`config.mk`:
```
export PLATFORM = sky130hd
export DESIGN_NAME = ffh_cell
export DESIGN_NICKNAME = d
export VERILOG_FILES = /design/src/rtl/core/first_fit_heap_allocator_defines.svh /design/src/rtl/core/ffh_pkg.sv /design/src/rtl/core/ffh_cell.sv
export SDC_FILE = /design/constraint.sdc
export NUM_CORES = 1
export LEC_CHECK = 0
export ABC_AREA = 1
export CAP_MARGIN = 20
export CELL_PAD_IN_SITES_DETAIL_PLACEMENT = 1
export CELL_PAD_IN_SITES_GLOBAL_PLACEMENT = 1
export CORE_MARGIN = 1.5
export CORE_UTILIZATION = 30
export DETAILED_ROUTE_END_ITERATION = 10
export DONT_BUFFER_PORTS = 1
export PLACE_DENSITY_LB_ADDON = 0.2
export SYNTH_ARGS = -nofsm -noshare
export SYNTH_HDL_FRONTEND = slang
export SYNTH_SLANG_ARGS = --single-unit
```
`constraint.sdc`:
```
create_clock -name clk -period 2.6 [get_ports clk]
set_clock_uncertainty 0.15 [all_clocks]
set_input_delay 0.65 -clock clk [delete_from_list [all_inputs] [get_ports clk]]
set_output_delay 0.65 -clock clk [all_outputs]
set_load 0.05 [all_outputs]
```
`src/rtl/core/first_fit_heap_allocator_defines.svh`:
```
// ---------------------------------------------------------------------------
// first_fit_heap_allocator_defines
// assertion macros for the allocator rtl
// ---------------------------------------------------------------------------
`ifndef FIRST_FIT_HEAP_ALLOCATOR_DEFINES_SVH
`define FIRST_FIT_HEAP_ALLOCATOR_DEFINES_SVH

// same-cycle implication, disabled during reset
`define FFH_ASSERT_NOW(label, clk, rst_n, a, c, msg) \
    label: assert property (@(posedge clk) disable iff (!rst_n) (a) |-> (c)) \
        else $error(msg);

// next-cycle implication, disabled during reset
`define FFH_ASSERT_NEXT(label, clk, rst_n, a, c, msg) \
    label: assert property (@(posedge clk) disable iff (!rst_n) (a) |=> (c)) \
        else $error(msg);

`endif

```
`src/rtl/core/ffh_pkg.sv`:
```
// ---------------------------------------------------------------------------
// ffh_pkg
// types, constants and cell commands of the first-fit heap allocator
// ---------------------------------------------------------------------------
package ffh_pkg;

    localparam int FFH_HEAP_BYTES   = 1024;
    localparam int FFH_HEADER_BYTES = 16;
    localparam int FFH_MAX_BLOCKS   = 64;

    localparam int REQW = 10;
    // byte address / size width inside the heap
    localparam int AW   = $clog2(FFH_HEAP_BYTES);
    // width for sums and compares against request fields
    localparam int SW   = ((AW > REQW) ? AW : REQW) + 2;

    typedef logic [AW-1:0] addr_t;
    typedef logic [SW-1:0] sum_t;

    localparam logic REQ_ALLOC = 1'b0;
    localparam logic REQ_FREE  = 1'b1;

    localparam logic [1:0] ST_DONE    = 2'd0;
    localparam logic [1:0] ST_NOFIT   = 2'd1;
    localparam logic [1:0] ST_BADFREE = 2'd2;

    typedef struct packed {
        logic  valid;
        logic  free;
        addr_t start;
        addr_t size;
    } entry_t;

    typedef struct packed {
        entry_t ent;
        logic   sel;
    } link_t;

    typedef enum logic [3:0] {
        OP_HOLD,
        OP_MATCH_ALLOC,
        OP_MATCH_FREE,
        OP_PICK,
        OP_MARK_USED,
        OP_SPLIT,
        OP_FREE_MARK,
        OP_FREE_FWD,
        OP_MERGE_BWD
    } cell_op_t;

    typedef struct packed {
        cell_op_t        op;
        logic [REQW-1:0] asz;
        logic [REQW-1:0] foff;
    } cell_cmd_t;

    // everything but hit is gated by the cell's select flag
    typedef struct packed {
        logic  hit;
        addr_t start;
        logic  big;
        logic  rfree;
        logic  lfree;
    } cell_info_t;

endpackage

```
`src/rtl/core/ffh_cell.sv`:
```
// ---------------------------------------------------------------------------
// ffh_cell
// one table slot: holds a block entry, matches it and shifts with neighbors
// ---------------------------------------------------------------------------
module ffh_cell
    import ffh_pkg::*;
#(
    parameter bit HEAD_CELL = 1'b0
)
(
    input  logic       clk,
    input  logic       rst_n,
    input  cell_cmd_t  cmd,
    input  logic       pick,
    input  logic       after,
    input  link_t      left,
    input  link_t      right,
    output link_t      self,
    output cell_info_t info
);

    localparam addr_t  INIT_SIZE = AW'(FFH_HEAP_BYTES - FFH_HEADER_BYTES);
    localparam entry_t HEAD_ENT  = '{valid: 1'b1, free: 1'b1, start: '0, size: INIT_SIZE};
    localparam entry_t RST_ENT   = HEAD_CELL ? HEAD_ENT : entry_t'('0);
    localparam sum_t   HDR       = SW'(FFH_HEADER_BYTES);

    entry_t ent_reg, ent_next;
    logic   sel_reg, sel_next;
    logic   aft_reg, aft_next;
    logic   hit_reg, hit_next;

    sum_t   asz_w;
    sum_t   size_w;
    logic   fits;
    logic   big;
    logic   addr_hit;

    assign asz_w    = SW'(cmd.asz);
    assign size_w   = SW'(ent_reg.size);
    assign fits     = size_w >= asz_w;
    assign big      = size_w > (asz_w + HDR);
    assign addr_hit = (SW'(ent_reg.start) + HDR) == SW'(cmd.foff);

    always_comb
    begin
        ent_next = ent_reg;
        sel_next = sel_reg;
        aft_next = aft_reg;
        hit_next = hit_reg;
        unique case (cmd.op)
            OP_MATCH_ALLOC:
            begin
                hit_next = ent_reg.valid & ent_reg.free & fits;
            end
            OP_MATCH_FREE:
            begin
                hit_next = ent_reg.valid & ~ent_reg.free & addr_hit;
            end
            OP_PICK:
            begin
                sel_next = pick;
                aft_next = after;
            end
            OP_MARK_USED:
            begin
                if (sel_reg)
                begin
                    ent_next.free = 1'b0;
                end
            end
            OP_SPLIT:
            begin
                priority if (sel_reg)
                begin
                    ent_next.size = AW'(cmd.asz);
                    ent_next.free = 1'b0;
                end
                else if (left.sel)
                begin
                    // free remainder behind the block just handed out
                    ent_next.valid = 1'b1;
                    ent_next.free  = 1'b1;
                    ent_next.start = AW'(SW'(left.ent.start) + HDR + asz_w);
                    ent_next.size  = AW'(SW'(left.ent.size) - HDR - asz_w);
                end
                else if (aft_reg)
                begin
                    ent_next = left.ent;
                end
                else
                begin
                    ent_next = ent_reg;
                end
            end
            OP_FREE_MARK:
            begin
                if (sel_reg)
                begin
                    ent_next.free = 1'b1;
                end
            end
            OP_FREE_FWD:
            begin
                priority if (sel_reg)
                begin
                    ent_next.free = 1'b1;
                    ent_next.size = AW'(size_w + HDR + SW'(right.ent.size));
                end
                else if (aft_reg)
                begin
                    ent_next = right.ent;
                end
                else
                begin
                    ent_next = ent_reg;
                end
            end
            OP_MERGE_BWD:
            begin
                // the slot ahead of the freed block absorbs it
                priority if (right.sel)
                begin
                    ent_next.size = AW'(size_w + HDR + SW'(right.ent.size));
                end
                else if (sel_reg || aft_reg)
                begin
                    ent_next = right.ent;
                end
                else
                begin
                    ent_next = ent_reg;
                end
            end
            default:
            begin
                ent_next = ent_reg;
            end
        endcase
    end

    always_ff @(posedge clk or negedge rst_n)
    begin
        if (!rst_n)
        begin
            ent_reg <= RST_ENT;
            sel_reg <= 1'b0;
            aft_reg <= 1'b0;
            hit_reg <= 1'b0;
        end
        else
        begin
            ent_reg <= ent_next;
            sel_reg <= sel_next;
            aft_reg <= aft_next;
            hit_reg <= hit_next;
        end
    end

    assign self.ent   = ent_reg;
    assign self.sel   = sel_reg;

    assign info.hit   = hit_reg;
    assign info.start = sel_reg ? ent_reg.start : '0;
    assign info.big   = sel_reg & big;
    assign info.rfree = sel_reg & right.ent.valid & right.ent.free;
    assign info.lfree = sel_reg & left.ent.valid & left.ent.free;

endmodule

```
==> results.cfg <==
[route]
total_via_count_in_the_routed_design = 4657
wl_per_cell_um = 17.4
detailedRoute.firstPassIterationCount = 5
post-route-drc-count = 0
via_density_per_instance = 5.12
drt_iter0_drcs = 203
final_antenna_net_count = 0
route.final.wire_length_mm = 15.9

[critical_path]
setup.worst_path.start_class = input pin
ff2ff_path_depth = 12
timing.critical_path.depth = 9
worst_ep_required_time_ns = 1.80
critPathKind = input pin to output pin
kind_of_capture_point_of_the_worst_setup_path = output pin
cp_slowest_stage_delay_ns = 0.26
critical_path_peak_fanout = 5
cp.buffers_inverters = 2
cp_top_family = simple AND/OR/NAND/NOR gates
cp_cell_sequence = inv_1 -> nor3_4 -> xor2_1 -> ha_1 -> and3_4 -> nand4_1 -> o311ai_4 -> a21oi_4 -> buf_12
worst_ep_arrival_ns = 2.06
cp_slowest_cell = ha_1

[timing]
maxSlewHeadroom = 0.498
fin_ws_ns = -0.261
slew_violations = 0
crit_share_post_route = 1.10
finalWorstPathRequiredPeriod_ns = 2.86
timing_hold_violations_final = 0
setup_viol_count_final = 1
transition_at_the_pin_with_the_smallest_max_transition_slack_ns = 0.753
grt_setup_unrepaired = true
max_freq_ghz = 0.350
setup-tns-final_ns = -0.261

[yosys]
post_synth.cell_area_avg_um2 = 6.16
synth_top_area_share = 0.202
synthesis.yosys.warnings = 0
synth-compound-area-share = 0.150
synth_fp_nets = 841
synth_cell_types = 41
yosys-top-cells-count = nand2_1 (183), inv_1 (120), nor2_1 (73)
syn_area_um2 = 4280
largest_family_of_logic_cells_by_synthesized_area = simple AND/OR/NAND/NOR gates
synth_enable_flop_cells = 0
most_common_cell_in_the_netlist = nand2_1
synth_simple_gate_area_frac = 0.335
post-synth-top-area-cell = ha_1
sequential_to_total_area_share_from_yosys_stat = 0.146
dominantRegCellSynth = dfrtp_1
synthXorXnorAreaFrac = 0.0246
post_synth_main_area_contributors = ha_1 (20%), nand2_1 (16%), dfrtp_1 (15%)
muxShareOfSynthArea = 0
synth_async_sr_flop_share = 1.00
ys_seq_elements = 25
postSynthCellCount = 695
yosys.area_share.adder = 0.216

[global_routing]
top_usage_layer = met2
grt_pass1_vias = 4957
grt_util_met3 = 0.0520
global_route.usage.total = 0.218
grt.met1_usage = 0.264
grt_start_max_net_pins = 28
grt_util_met2 = 0.400
antenna_found_initial = 0
wire_length_of_the_first_global_routing_pass_mm = 25.5
global_route.overflow_total = 0

[cts]
cts-buffers-inserted = 3
worst_skew_pair.late_latency_ns = 0.27
clk_root_buffer_cell = clkbuf_16
clk_path_buf_depth = 2
clk_transition_reported_paths_ns = 0.07
clock-sinks = 25
cts_tree = done
cts_setup_buffers = 0
htree_levels = 1

[layout]
nNetsFinal = 876
final_cell_count_no_fill = 909
antennaDiodeCount = 0
finish.utilization = 0.365
drive_gt1_frac = 0.100
largest_reg_flops = 22
area.growth.synth_to_final_pct = 18.3

[floorplan]
starting_density = 0.308
die_width_um = 122
design.core.area_um2 = 13900
number_of_cell_rows = 43
ioPinCount = 111
dieArea_um2 = 15000
fp.dieH_um = 122

[power_and_ir_drop]
vdd_ir_drop_max_uv = 271
pwr_density_cell_nw_per_um2 = 652
total_power_uw = 3300
power.static_leakage_uw = 0.00282

[place]
gp_congestion = 0.851
preCtsSetupSlack_ns = -0.282
placed_wire_length_estimate_after_detailed_placement_mm = 13.6
dpl.cell_count = 904
numPortBuffers = 0

[run]
drv.max_cap_violation_count = 0

[status]
failed_checks = negative setup slack
status = finished, violations left

[hold_path]
min_path_type = input pin to asynchronous set/reset pin
-- worst paths after layout --
| kind | start | end | slack, ns |
|---|---|---|---|
| setup / recovery | cmd[17] | info[2] | -0.26 |
| setup reg to reg | self[2] | self[10] | 0.31 |
| hold / removal | rst_n | hit_reg | 0.04 |
| max in group asynchronous | rst_n | self[7] | 2.09 |
| hold reg to reg | aft_reg | aft_reg | 0.41 |
| min in group clk | pick | sel_reg | 0.39 |
-- kinds of logic (layout without fill, tap and decap cells) --
logic type,after synthesis,in the layout
flip-flops,25,25
AO/OA/AOI/OAI,111,111
buffers and inverters,138,172
AND/OR/NAND/NOR,337,337
XOR/XNOR,12,12
adder cells (fa/ha/maj),72,72
-- power by group --
group          internal (uW)  leakage [uW]  switching [uW]
Combinational            831       0.00250            1420
Sequential               479      0.000287             199
Clock                    210     0.0000371             164
Total                   1520       0.00282            1780
-- layout make-up --
cell class,instances,area [um2]
Multi-Input combinational cell,532,3180
Sequential cell,25,626
Inverter,123,462
Fill cell,1788,8820
Timing Repair Buffer,45,488
Clock inverter,1,7.51
Tap cell,180,225
Clock buffer,3,75.1
-- timing repair --
item                                    CTS  global route
pin swaps                                 4             1
endpoints found under the setup margin    1             1
hold endpoints to repair                 25             0
resized for setup                         3             3
hold buffers                              1             0
-- cells in the final DEF (no fill, tap or decap), types with 7 or more instances in the layout --
master	count
o211ai_1	10
o21ai_0	19
inv_1	120
buf_4	33
nor2_1	73
nand4_1	8
dfrtp_1	25
nand3b_1	7
a21oi_1	56
buf_12	12
nand2_1	183
nand3_1	50
xor2_1	7
ha_1	68
-- layer usage --
metal | wire length (um) | up-vias
met5 | 0 | -
met3 | 1250 | 17
met4 | 162 | 0
li1 | - | 2319
met1 | 6580 | 2202
met2 | 7860 | 119
-- per-stage QoR --
stage,hold WS [ns],instance area (um2)
floorplan,0.204,4320
global placement,0.206,4930
detailed placement,0.206,4930
CTS,0.0431,5050
global route,0.0444,5060
finish,0.0394,5060
Power figures use the tool's default switching activity.
