## src/rtl/core/first_fit_heap_allocator_defines.svh

```systemverilog
// ---------------------------------------------------------------------------
// first_fit_heap_allocator_defines
// assertion macros for the allocator rtl
// ---------------------------------------------------------------------------
`ifndef FIRST_FIT_HEAP_ALLOCATOR_DEFINES_SVH
`define FIRST_FIT_HEAP_ALLOCATOR_DEFINES_SVH

// same-cycle implication, disabled during reset
`define FFH_ASSERT_NOW(label, clk, rst_n, a, c, msg) \
    label: assert property (@(posedge clk) disable iff (!rst_n) (a) |-> (c)) \
        else $error(msg);

// next-cycle implication, disabled during reset
`define FFH_ASSERT_NEXT(label, clk, rst_n, a, c, msg) \
    label: assert property (@(posedge clk) disable iff (!rst_n) (a) |=> (c)) \
        else $error(msg);

`endif

```

## src/rtl/core/ffh_pkg.sv

```systemverilog
// ---------------------------------------------------------------------------
// ffh_pkg
// types, constants and cell commands of the first-fit heap allocator
// ---------------------------------------------------------------------------
package ffh_pkg;

    localparam int FFH_HEAP_BYTES   = 1024;
    localparam int FFH_HEADER_BYTES = 16;
    localparam int FFH_MAX_BLOCKS   = 64;

    localparam int REQW = 10;
    // byte address / size width inside the heap
    localparam int AW   = $clog2(FFH_HEAP_BYTES);
    // width for sums and compares against request fields
    localparam int SW   = ((AW > REQW) ? AW : REQW) + 2;

    typedef logic [AW-1:0] addr_t;
    typedef logic [SW-1:0] sum_t;

    localparam logic REQ_ALLOC = 1'b0;
    localparam logic REQ_FREE  = 1'b1;

    localparam logic [1:0] ST_DONE    = 2'd0;
    localparam logic [1:0] ST_NOFIT   = 2'd1;
    localparam logic [1:0] ST_BADFREE = 2'd2;

    typedef struct packed {
        logic  valid;
        logic  free;
        addr_t start;
        addr_t size;
    } entry_t;

    typedef struct packed {
        entry_t ent;
        logic   sel;
    } link_t;

    typedef enum logic [3:0] {
        OP_HOLD,
        OP_MATCH_ALLOC,
        OP_MATCH_FREE,
        OP_PICK,
        OP_MARK_USED,
        OP_SPLIT,
        OP_FREE_MARK,
        OP_FREE_FWD,
        OP_MERGE_BWD
    } cell_op_t;

    typedef struct packed {
        cell_op_t        op;
        logic [REQW-1:0] asz;
        logic [REQW-1:0] foff;
    } cell_cmd_t;

    // everything but hit is gated by the cell's select flag
    typedef struct packed {
        logic  hit;
        addr_t start;
        logic  big;
        logic  rfree;
        logic  lfree;
    } cell_info_t;

endpackage

```

## src/rtl/core/ffh_ctrl.sv

```systemverilog
// ---------------------------------------------------------------------------
// ffh_ctrl
// request sequencer: drives cell commands, picks the first hit, reports
// ---------------------------------------------------------------------------
module ffh_ctrl
    import ffh_pkg::*;
#(
    parameter int MAX_BLOCKS = FFH_MAX_BLOCKS
)
(
    input  logic                  clk,
    input  logic                  rst_n,
    input  logic                  start,
    input  logic                  req_type,
    input  logic [REQW-1:0]       alloc_size,
    input  logic [REQW-1:0]       free_offset,
    output logic                  busy,
    output logic                  done,
    output logic [1:0]            status,
    output logic [REQW-1:0]       payload_offset,
    output cell_cmd_t             cmd,
    output logic [MAX_BLOCKS-1:0] pick,
    output logic [MAX_BLOCKS-1:0] after,
    input  cell_info_t            info [MAX_BLOCKS]
);

    localparam int   CNTW = $clog2(MAX_BLOCKS + 1);
    localparam sum_t HDR  = SW'(FFH_HEADER_BYTES);

    typedef enum logic [2:0] {
        S_IDLE,
        S_MATCH,
        S_PICK,
        S_INFO,
        S_APPLY,
        S_BWD
    } state_t;

    state_t            state_reg;
    logic              req_reg;
    logic [REQW-1:0]   asz_reg;
    logic [REQW-1:0]   foff_reg;
    logic              found_reg;
    addr_t             sstart_reg;
    logic              big_reg;
    logic              rfree_reg;
    logic              lfree_reg;
    logic [CNTW-1:0]   count_reg;
    logic              done_reg;
    logic [1:0]        status_reg;
    logic [REQW-1:0]   off_reg;

    logic [MAX_BLOCKS-1:0] hit_vec;
    logic [MAX_BLOCKS-1:0] onehot;
    addr_t                 red_start;
    logic                  red_big;
    logic                  red_rfree;
    logic                  red_lfree;
    logic                  split_ok;
    sum_t                  off_sum;

    always_comb
    begin
        red_start = '0;
        red_big   = 1'b0;
        red_rfree = 1'b0;
        red_lfree = 1'b0;
        for (int k = 0; k < MAX_BLOCKS; k++)
        begin
            hit_vec[k] = info[k].hit;
            red_start  = red_start | info[k].start;
            red_big    = red_big | info[k].big;
            red_rfree  = red_rfree | info[k].rfree;
            red_lfree  = red_lfree | info[k].lfree;
        end
    end

    // lowest set hit, then everything above it
    assign onehot = hit_vec & (~hit_vec + MAX_BLOCKS'(1));
    assign pick   = onehot;
    assign after  = ~(onehot - MAX_BLOCKS'(1)) & ~onehot;

    assign split_ok = big_reg && (count_reg < CNTW'(MAX_BLOCKS));
    assign off_sum  = SW'(sstart_reg) + HDR;

    always_comb
    begin
        cmd.asz  = asz_reg;
        cmd.foff = foff_reg;
        cmd.op   = OP_HOLD;
        unique case (state_reg)
            S_MATCH:
            begin
                cmd.op = (req_reg == REQ_FREE) ? OP_MATCH_FREE : OP_MATCH_ALLOC;
            end
            S_PICK:
            begin
                cmd.op = OP_PICK;
            end
            S_APPLY:
            begin
                priority if (!found_reg)
                begin
                    cmd.op = OP_HOLD;
                end
                else if (req_reg == REQ_ALLOC)
                begin
                    cmd.op = split_ok ? OP_SPLIT : OP_MARK_USED;
                end
                else
                begin
                    cmd.op = rfree_reg ? OP_FREE_FWD : OP_FREE_MARK;
                end
            end
            S_BWD:
            begin
                cmd.op = lfree_reg ? OP_MERGE_BWD : OP_HOLD;
            end
            default:
            begin
                cmd.op = OP_HOLD;
            end
        endcase
    end

    always_ff @(posedge clk or negedge rst_n)
    begin
        if (!rst_n)
        begin
            state_reg  <= S_IDLE;
            req_reg    <= REQ_ALLOC;
            asz_reg    <= '0;
            foff_reg   <= '0;
            found_reg  <= 1'b0;
            sstart_reg <= '0;
            big_reg    <= 1'b0;
            rfree_reg  <= 1'b0;
            lfree_reg  <= 1'b0;
            count_reg  <= CNTW'(1);
            done_reg   <= 1'b0;
            status_reg <= ST_DONE;
            off_reg    <= '0;
        end
        else
        begin
            done_reg <= 1'b0;
            unique case (state_reg)
                S_IDLE:
                begin
                    if (start)
                    begin
                        req_reg   <= req_type;
                        asz_reg   <= alloc_size;
                        foff_reg  <= free_offset;
                        state_reg <= S_MATCH;
                    end
                end
                S_MATCH:
                begin
                    state_reg <= S_PICK;
                end
                S_PICK:
                begin
                    found_reg <= |hit_vec;
                    state_reg <= S_INFO;
                end
                S_INFO:
                begin
                    sstart_reg <= red_start;
                    big_reg    <= red_big;
                    rfree_reg  <= red_rfree;
                    lfree_reg  <= red_lfree;
                    state_reg  <= S_APPLY;
                end
                S_APPLY:
                begin
                    priority if (!found_reg)
                    begin
                        done_reg   <= 1'b1;
                        status_reg <= (req_reg == REQ_ALLOC) ? ST_NOFIT : ST_BADFREE;
                        off_reg    <= '0;
                        state_reg  <= S_IDLE;
                    end
                    else if (req_reg == REQ_ALLOC)
                    begin
                        if (split_ok)
                        begin
                            count_reg <= count_reg + CNTW'(1);
                        end
                        done_reg   <= 1'b1;
                        status_reg <= ST_DONE;
                        off_reg    <= off_sum[REQW-1:0];
                        state_reg  <= S_IDLE;
                    end
                    else
                    begin
                        if (rfree_reg)
                        begin
                            count_reg <= count_reg - CNTW'(1);
                        end
                        state_reg <= S_BWD;
                    end
                end
                S_BWD:
                begin
                    if (lfree_reg)
                    begin
                        count_reg <= count_reg - CNTW'(1);
                    end
                    done_reg   <= 1'b1;
                    status_reg <= ST_DONE;
                    off_reg    <= '0;
                    state_reg  <= S_IDLE;
                end
                default:
                begin
                    state_reg <= S_IDLE;
                end
            endcase
        end
    end

    assign busy           = (state_reg != S_IDLE);
    assign done           = done_reg;
    assign status         = status_reg;
    assign payload_offset = off_reg;

endmodule

```

## config.mk

```make
export PLATFORM = sky130hd
export DESIGN_NAME = ffh_ctrl
export DESIGN_NICKNAME = d
export VERILOG_FILES = /design/src/rtl/core/first_fit_heap_allocator_defines.svh /design/src/rtl/core/ffh_pkg.sv /design/src/rtl/core/ffh_ctrl.sv
export SDC_FILE = /design/constraint.sdc
export NUM_CORES = 1
export LEC_CHECK = 0
export ABC_AREA = 1
export BUFFER_PORTS_ARGS = -buffer_cell sky130_fd_sc_hd__buf_2
export CAP_MARGIN = 40
export CORE_AREA = 2 2 428 430
export CTS_CLUSTER_SIZE = 20
export DETAILED_ROUTE_END_ITERATION = 7
export DIE_AREA = 0 0 430 432
export PLACE_DENSITY = 0.3
export SYNTH_ARGS = -nofsm -noshare
export SYNTH_HDL_FRONTEND = slang
export SYNTH_SLANG_ARGS = --single-unit
export TNS_END_PERCENT = 20
```

## constraint.sdc

```tcl
create_clock -name clk -period 1.6 [get_ports clk]
set_clock_uncertainty 0.1 [all_clocks]
set_input_delay 0.16 -clock clk [delete_from_list [all_inputs] [get_ports clk]]
set_output_delay 0.16 -clock clk [all_outputs]
set_load 0.01 [all_outputs]
```

==> results of run 1 <==
[Yosys cell counts (7+ instances only)]
| library cell | number | area, sq um |
|---|---|---|
| nor2_1 | 697 | 2620 |
| nand2_1 | 355 | 1330 |
| inv_1 | 126 | 473 |
| nand3_1 | 68 | 340 |
| dfrtp_1 | 57 | 1430 |
| nand4_1 | 53 | 332 |
| mux2_2 | 20 | 225 |
| nor2_2 | 14 | 87.6 |
| nor3_1 | 13 | 65.1 |
| o21ai_0 | 10 | 50.1 |
| nor2_4 | 9 | 101 |
| xor2_1 | 8 | 70.1 |
| nand2_2 | 7 | 43.8 |
| o21ai_1 | 7 | 35.0 |
[cells in the final DEF (no fill, tap or decap), types with 3 or more instances in the layout]
master            n
buf_12           22
inv_4             5
mux2_2           20
nor2_4           87
buf_8             4
dlygate4sd3_1    21
dfrtp_1          56
clkbuf_16         9
a21oi_1           3
nand2_4          16
nand4_1          53
nor2_2           49
inv_2            19
buf_6            81
inv_1           103
nor2_1          584
o21ai_1          10
buf_4           270
clkinv_2          3
nand2_2          20
nor3_4            7
diode_2          18
nand2_8           6
nor3_1            7
nand2_1         324
nand3_4          15
xor2_1            7
nand3_2           9
nand3_1          49
o21ai_0           7
buf_2          1008
[worst max-delay path, cell delays in order]
cell     delay [ns]
buf_6          0.10
buf_6          0.10
nor2_4         0.17
nand2_8        0.13
nor2_4         0.14
nand2_4        0.09
nor2_4         0.17
buf_6          0.14
nand4_1        0.23
buf_2          0.25
[cells by family (layout without fill, tap and decap cells)]
group           after synthesis  count (layout)  synth area share (%)
mux                          20              20                  2.96
flops                        58              58                  19.1
xor+xnor                      9               9                  1.04
buf+inv                     141            1552                  7.21
simple gates               1242            1242                  67.7
other cells                   1              19                0.0492
fa+ha+maj                     3               3                 0.493
compound gates               22              22                  1.51
[path summary, 6_finish.rpt]
check,startpoint,end,slack (ns),cells past startpoint
worst min register to register,payload_offset[3],payload_offset[3],0.38,2
max in group asynchronous,rst_n,done,0.73,3
min in group asynchronous,rst_n,foff_reg[4],0.15,2
worst min-delay path,start,state_reg[0],0.05,3
worst max-delay path,info[881],after[61],-0.36,10
worst max register to register,state_reg[1],count_reg[4],0.06,8
[layout make-up]
cell class	instances	area [sq um]
antenna	18	45.0
clock buffer	11	243
clock inverter	5	53.8
fill	21490	161000
inverter	130	515
multi-input combinational	1297	6820
sequential	58	1450
tap	2385	2980
timing repair buffer	1406	8690
[timing repair]
action                                 4_1_cts  5_1_grt
setup buffers                               29       17
pin swaps                                   53       61
resized for setup                          332      133
endpoints found under the hold margin       77        0
setup endpoints to repair                  125      134
hold buffers                                21        0
[power groups by stage]
stage / clock (mW) / combinational [mW] / sequential [mW]
floorplan: 0 / 1.95 / 2.47
global placement: 0 / 5.64 / 2.45
detailed placement: 0 / 5.64 / 2.44
CTS: 2.16 / 5.90 / 2.42
global route: 2.21 / 6.53 / 2.50
finish: 2.04 / 5.96 / 2.43
[per-layer routing]
metal | vias to the layer above | GRT usage, % | routed length [microns]
met2 | 677 | 18.0 | 49300
li1 | 7479 | - | -
met5 | - | 0 | 208
met1 | 6813 | 13.3 | 44000
met3 | 171 | 2.15 | 6120
met4 | 32 | 2.07 | 2770
==> flow_summary.yaml, run 1 <==
critical_path:
  startpoint_type: "input port"
  cp.arrival_ns: 1.70
  critical_path_required_ns: 1.34
  critPathMaxFanout: 4
  worstSetupPathType: "input port to output port"
  endpoint_kind: "output port"
yosys:
  ys_seq_area_share_pct: 19.1
  synth_ff_type: "dfrtp_1"
  netlist_instances: 1496
  synth.avg_cell_area_sq_um: 5.09
  synth_area_sq_um: 7620
  synth_fp_nets: 2419
  async_flop_share_pct: 100
  ys.warnings.count: 0
  yosysUniqueCellTypes: 36
  synth_edf_count: 0
  ys_seq_elements: 58
placed_design:
  dpl.hpwl_microns: 96500
  placed_area_sq_um: 18200
  place_inst: 5210
  io_buffers: 1084
  gp_congestion: 0.910
  preCtsSetupSlack_ns: -0.785
clocking:
  cts_buffers: 9
  root_buffer: "clkbuf_16"
  clk_path_buf_depth: 2
  cts_max_level: 3
  cts_tree: "done"
  cts_sinks: 58
  clock_latency_ns: 0.34
  clkTransAtPathRegs_ns: 0.06
power:
  power_mw: 10.4
  power.leakage_nw: 9.62
  power.internal_mw: 6.00
  pwr-share-seq_pct: 23.3
  p_per_area_nw_per_um2: 501
  comb_power_share_pct: 57.1
  p_switching_mw: 4.44
  switching_share_pct: 42.5
  power.share.clock_pct: 19.6
  irDropWorstVdd_mv: 0.520
finish:
  fin_nets: 3825
  instances_no_fill: 5310
  finalInstanceArea_sq_um: 20800
  drive_gt1_share_pct: 57.4
  final_core_util_pct: 11.5
  area_delta_synth_final_pct: 173
detailed_routing:
  drc: 0
  wl_microns: 102000
  wl_per_cell_microns: 19.3
  vias: 15172
  vias_per_cell: 2.86
  first_pass_iters: 5
  drtIter0Drc: 692
  ant_nets: 0
grt:
  grt_pass1_wl_microns: 130000
  grt.overflow.total: 0
  grt_max_degree: 23
  grt_pass1_vias: 15028
  antenna_found_initial: 80
  grtUsageTotal_pct: 10.4
timing:
  fin_crit_ns: 1.96
  slew_violations: 0
  tns_ns: -20.45
  rsz0062_at_grt: "yes"
  hold-worst-slack_ns: 0.0504
  fin_crit_sh_pct: 122
  finalWorstSetupSlack_ns: -0.355
  max_freq_mhz: 511
  setup_viol: 112
  hold_viol: 0
outcome:
  outcome: "finished, violations left"
  violations: "negative setup slack"
floorplan:
  die_x_microns: 430
  start_util_pct: 4.19
  die-area_sq_um: 186000
  die_h_microns: 432
  num_rows: 157
  io_pins: 1086
  core_area_sq_um: 182000
worst_hold_path:
  hold_class: "input port to flop"
job:
  drv_cap: 0
No activity file was read; power rests on OpenSTA's default activity.
==> run 2: changes to the inputs <==
- BUFFER_PORTS_ARGS: -buffer_cell sky130_fd_sc_hd__buf_2 -> not set
- DONT_BUFFER_PORTS: not set -> 1
==> run 2 against run 1 <==
Against the previous run:
- the flow still finishes with violations (negative setup slack)
- register-to-register slack got worse by 0.09 ns
- wire length fell by 5.1%
- maximum frequency rose by 4.9%
- core utilization fell by 3.1 points
- non-clock buffer count fell by 1008
- clock power barely moved
- power fell by 17%
- sequential share of layout area rose by 2.6 points
- die area did not move
- largest power group unchanged
==> flow_summary.yaml, run 2 (same netlist as run 1, synthesis figures left out) <==
timing:
  max-slew-margin-rel_pct: 65.8
  hold-worst-slack_ns: 0.0245
  setup_viol: 78
  finalWorstSetupSlack_ns: -0.264
  slew_violations: 0
  fin_crit_sh_pct: 117
  worst_slew_pin_slew_ns: 0.511
  fin_crit_ns: 1.86
  tns_ns: -8.72
  hold_viol: 0
  rsz0062_at_grt: "yes"
  max_freq_mhz: 536
finish:
  final_common_cell: "nor2_1"
  finalInstanceArea_sq_um: 15200
  nFillCells: 21414
  area_delta_synth_final_pct: 100
  fin_nets: 2817
  final_cell_mix: "nor2_1, nand2_1, buf_4"
  drive_gt1_share_pct: 33.3
  seqCellArea_sq_um: 1460
  multi_input_area_sq_um: 6490
detailed_routing:
  drc: 0
  vias_per_cell: 2.82
  first_pass_iters: 6
  drtIter0Drc: 750
  wl_microns: 97200
  wl_per_cell_microns: 22.6
  vias: 12138
  ant_nets: 0
critical_path:
  cp.arrival_ns: 1.60
  crit_chain: "nor2_4, nand2_4, buf_12, nor2_8, buf_4, nand3_4, nor2_2, nand2_1, buf_4, nor2_1, buf_4"
  startpoint_type: "input port"
  worst_path_max_delay_cell: "nor2_4"
  worstSetupPathType: "input port to output port"
  path_buf_inv: 4
  critical_path_required_ns: 1.34
  cpPeakStageDelay_ns: 0.18
  rr_worst_depth: 9
  cp_common_cell: "buf_4"
  crit_cells: 11
  endpoint_kind: "output port"
  critPathMaxFanout: 4
  crit_family: "simple AND/OR/NAND/NOR gates"
clocking:
  clk_path_buf_depth: 2
  root_buffer: "clkbuf_16"
  cts_sinks: 58
  cts_max_level: 3
  cts_tree: "done"
  clock_latency_ns: 0.36
  cts_buffers: 9
  clkTransAtPathRegs_ns: 0.06
floorplan:
  die_x_microns: 430
  num_rows: 157
  die-area_sq_um: 186000
  io_pins: 1086
  start_util_pct: 4.19
  die_h_microns: 432
  core_area_sq_um: 182000
grt:
  grtUsageTotal_pct: 9.89
  grt_pass1_vias: 11242
  grt_max_degree: 59
  antenna_found_initial: 70
  grt_pass1_wl_microns: 118000
  grt.overflow.total: 0
outcome:
  outcome: "finished, violations left"
  violations: "negative setup slack"
power:
  p_per_area_nw_per_um2: 567
  irDropWorstVdd_mv: 0.355
  power.leakage_nw: 5.55
job:
  drv_cap: 0
placed_design:
  io_buffers: 0
  dpl.hpwl_microns: 90400
  placed_area_sq_um: 13100
  gp_congestion: 1.09
worst_hold_path:
  min_path_cells: 6
  hold_class: "input port to flop"
-- run 2: changes by cell type in the layout (fill, tap and decap cells not counted), moves of 6 or more --
cell / delta
buf_6: -33
clkinvlp_4: +10
buf_2: -1008
buf_4: +39
nor2_1: +26
nor2_4: -32
buf_12: -9
nor2_2: +6
-- run 2: worst register-to-register path, cell delays in order, from the launching register on --
cell	delay [ns]
dfrtp_2	0.46
nor2_4	0.15
nand2_2	0.07
nor2_4	0.16
nand2_4	0.08
buf_6	0.13
nand2_4	0.06
buf_12	0.15
nand2_1	0.09
o21ai_0	0.09
-- run 2: power breakdown --
| part | switching [mW] | internal, mW |
|---|---|---|
| Combinational | 2.10 | 1.61 |
| Clock | 0.852 | 1.21 |
| Sequential | 0.870 | 2.00 |
-- run 2: cell type report --
| cell class | instances | share of cell area (%) |
|---|---|---|
| clock buffer | 9 | 1.48 |
| sequential | 58 | 9.55 |
| antenna | 20 | 0.328 |
| tap | 2385 | 19.6 |
| inverter | 130 | 3.53 |
| timing repair buffer | 398 | 22.5 |
| multi-input combinational | 1297 | 42.5 |
| clock inverter | 7 | 0.509 |
-- run 2: metal layers --
metal	wire length, microns	up-vias	part of all wire, %	GRT usage [%]
met2	45100	761	46	16.0
met3	10400	182	11	4.44
met5	410	-	0.42	0
li1	-	5459	-	-
met4	2600	54	2.7	2.45
met1	38700	5682	40	11.8
-- run 2: what timing repair did --
item / CTS / global route
hold buffers: 26 / 0
resized for setup: 179 / 139
setup buffers: 30 / 15
setup endpoints to repair: 122 / 128
endpoints found under the hold margin: 81 / 0
pin swaps: 49 / 38
-- run 2: path summary, 6_finish.rpt --
path,from,to,slack [ns]
worst max register to register,state_reg[1],payload_offset[3],-0.03
max in group asynchronous,rst_n,count_reg[0],0.80
worst min-delay path,info[0],lfree_reg,0.02
worst max-delay path,info[867],pick[49],-0.26
min in group asynchronous,rst_n,foff_reg[1],0.25
worst min register to register,payload_offset[4],payload_offset[4],0.40
-- run 2: stage by stage --
stage	total power [mW]	instances	setup slack, ns	utilization, %
detailed placement	6.23	4200	-0.912	7.23
global route	9.34	4297	-0.360	8.38
finish	8.64	4304	-0.264	8.39
global placement	6.23	4200	-0.948	7.23
floorplan	4.42	1496	0.140	-
CTS	8.64	4270	-0.271	8.03
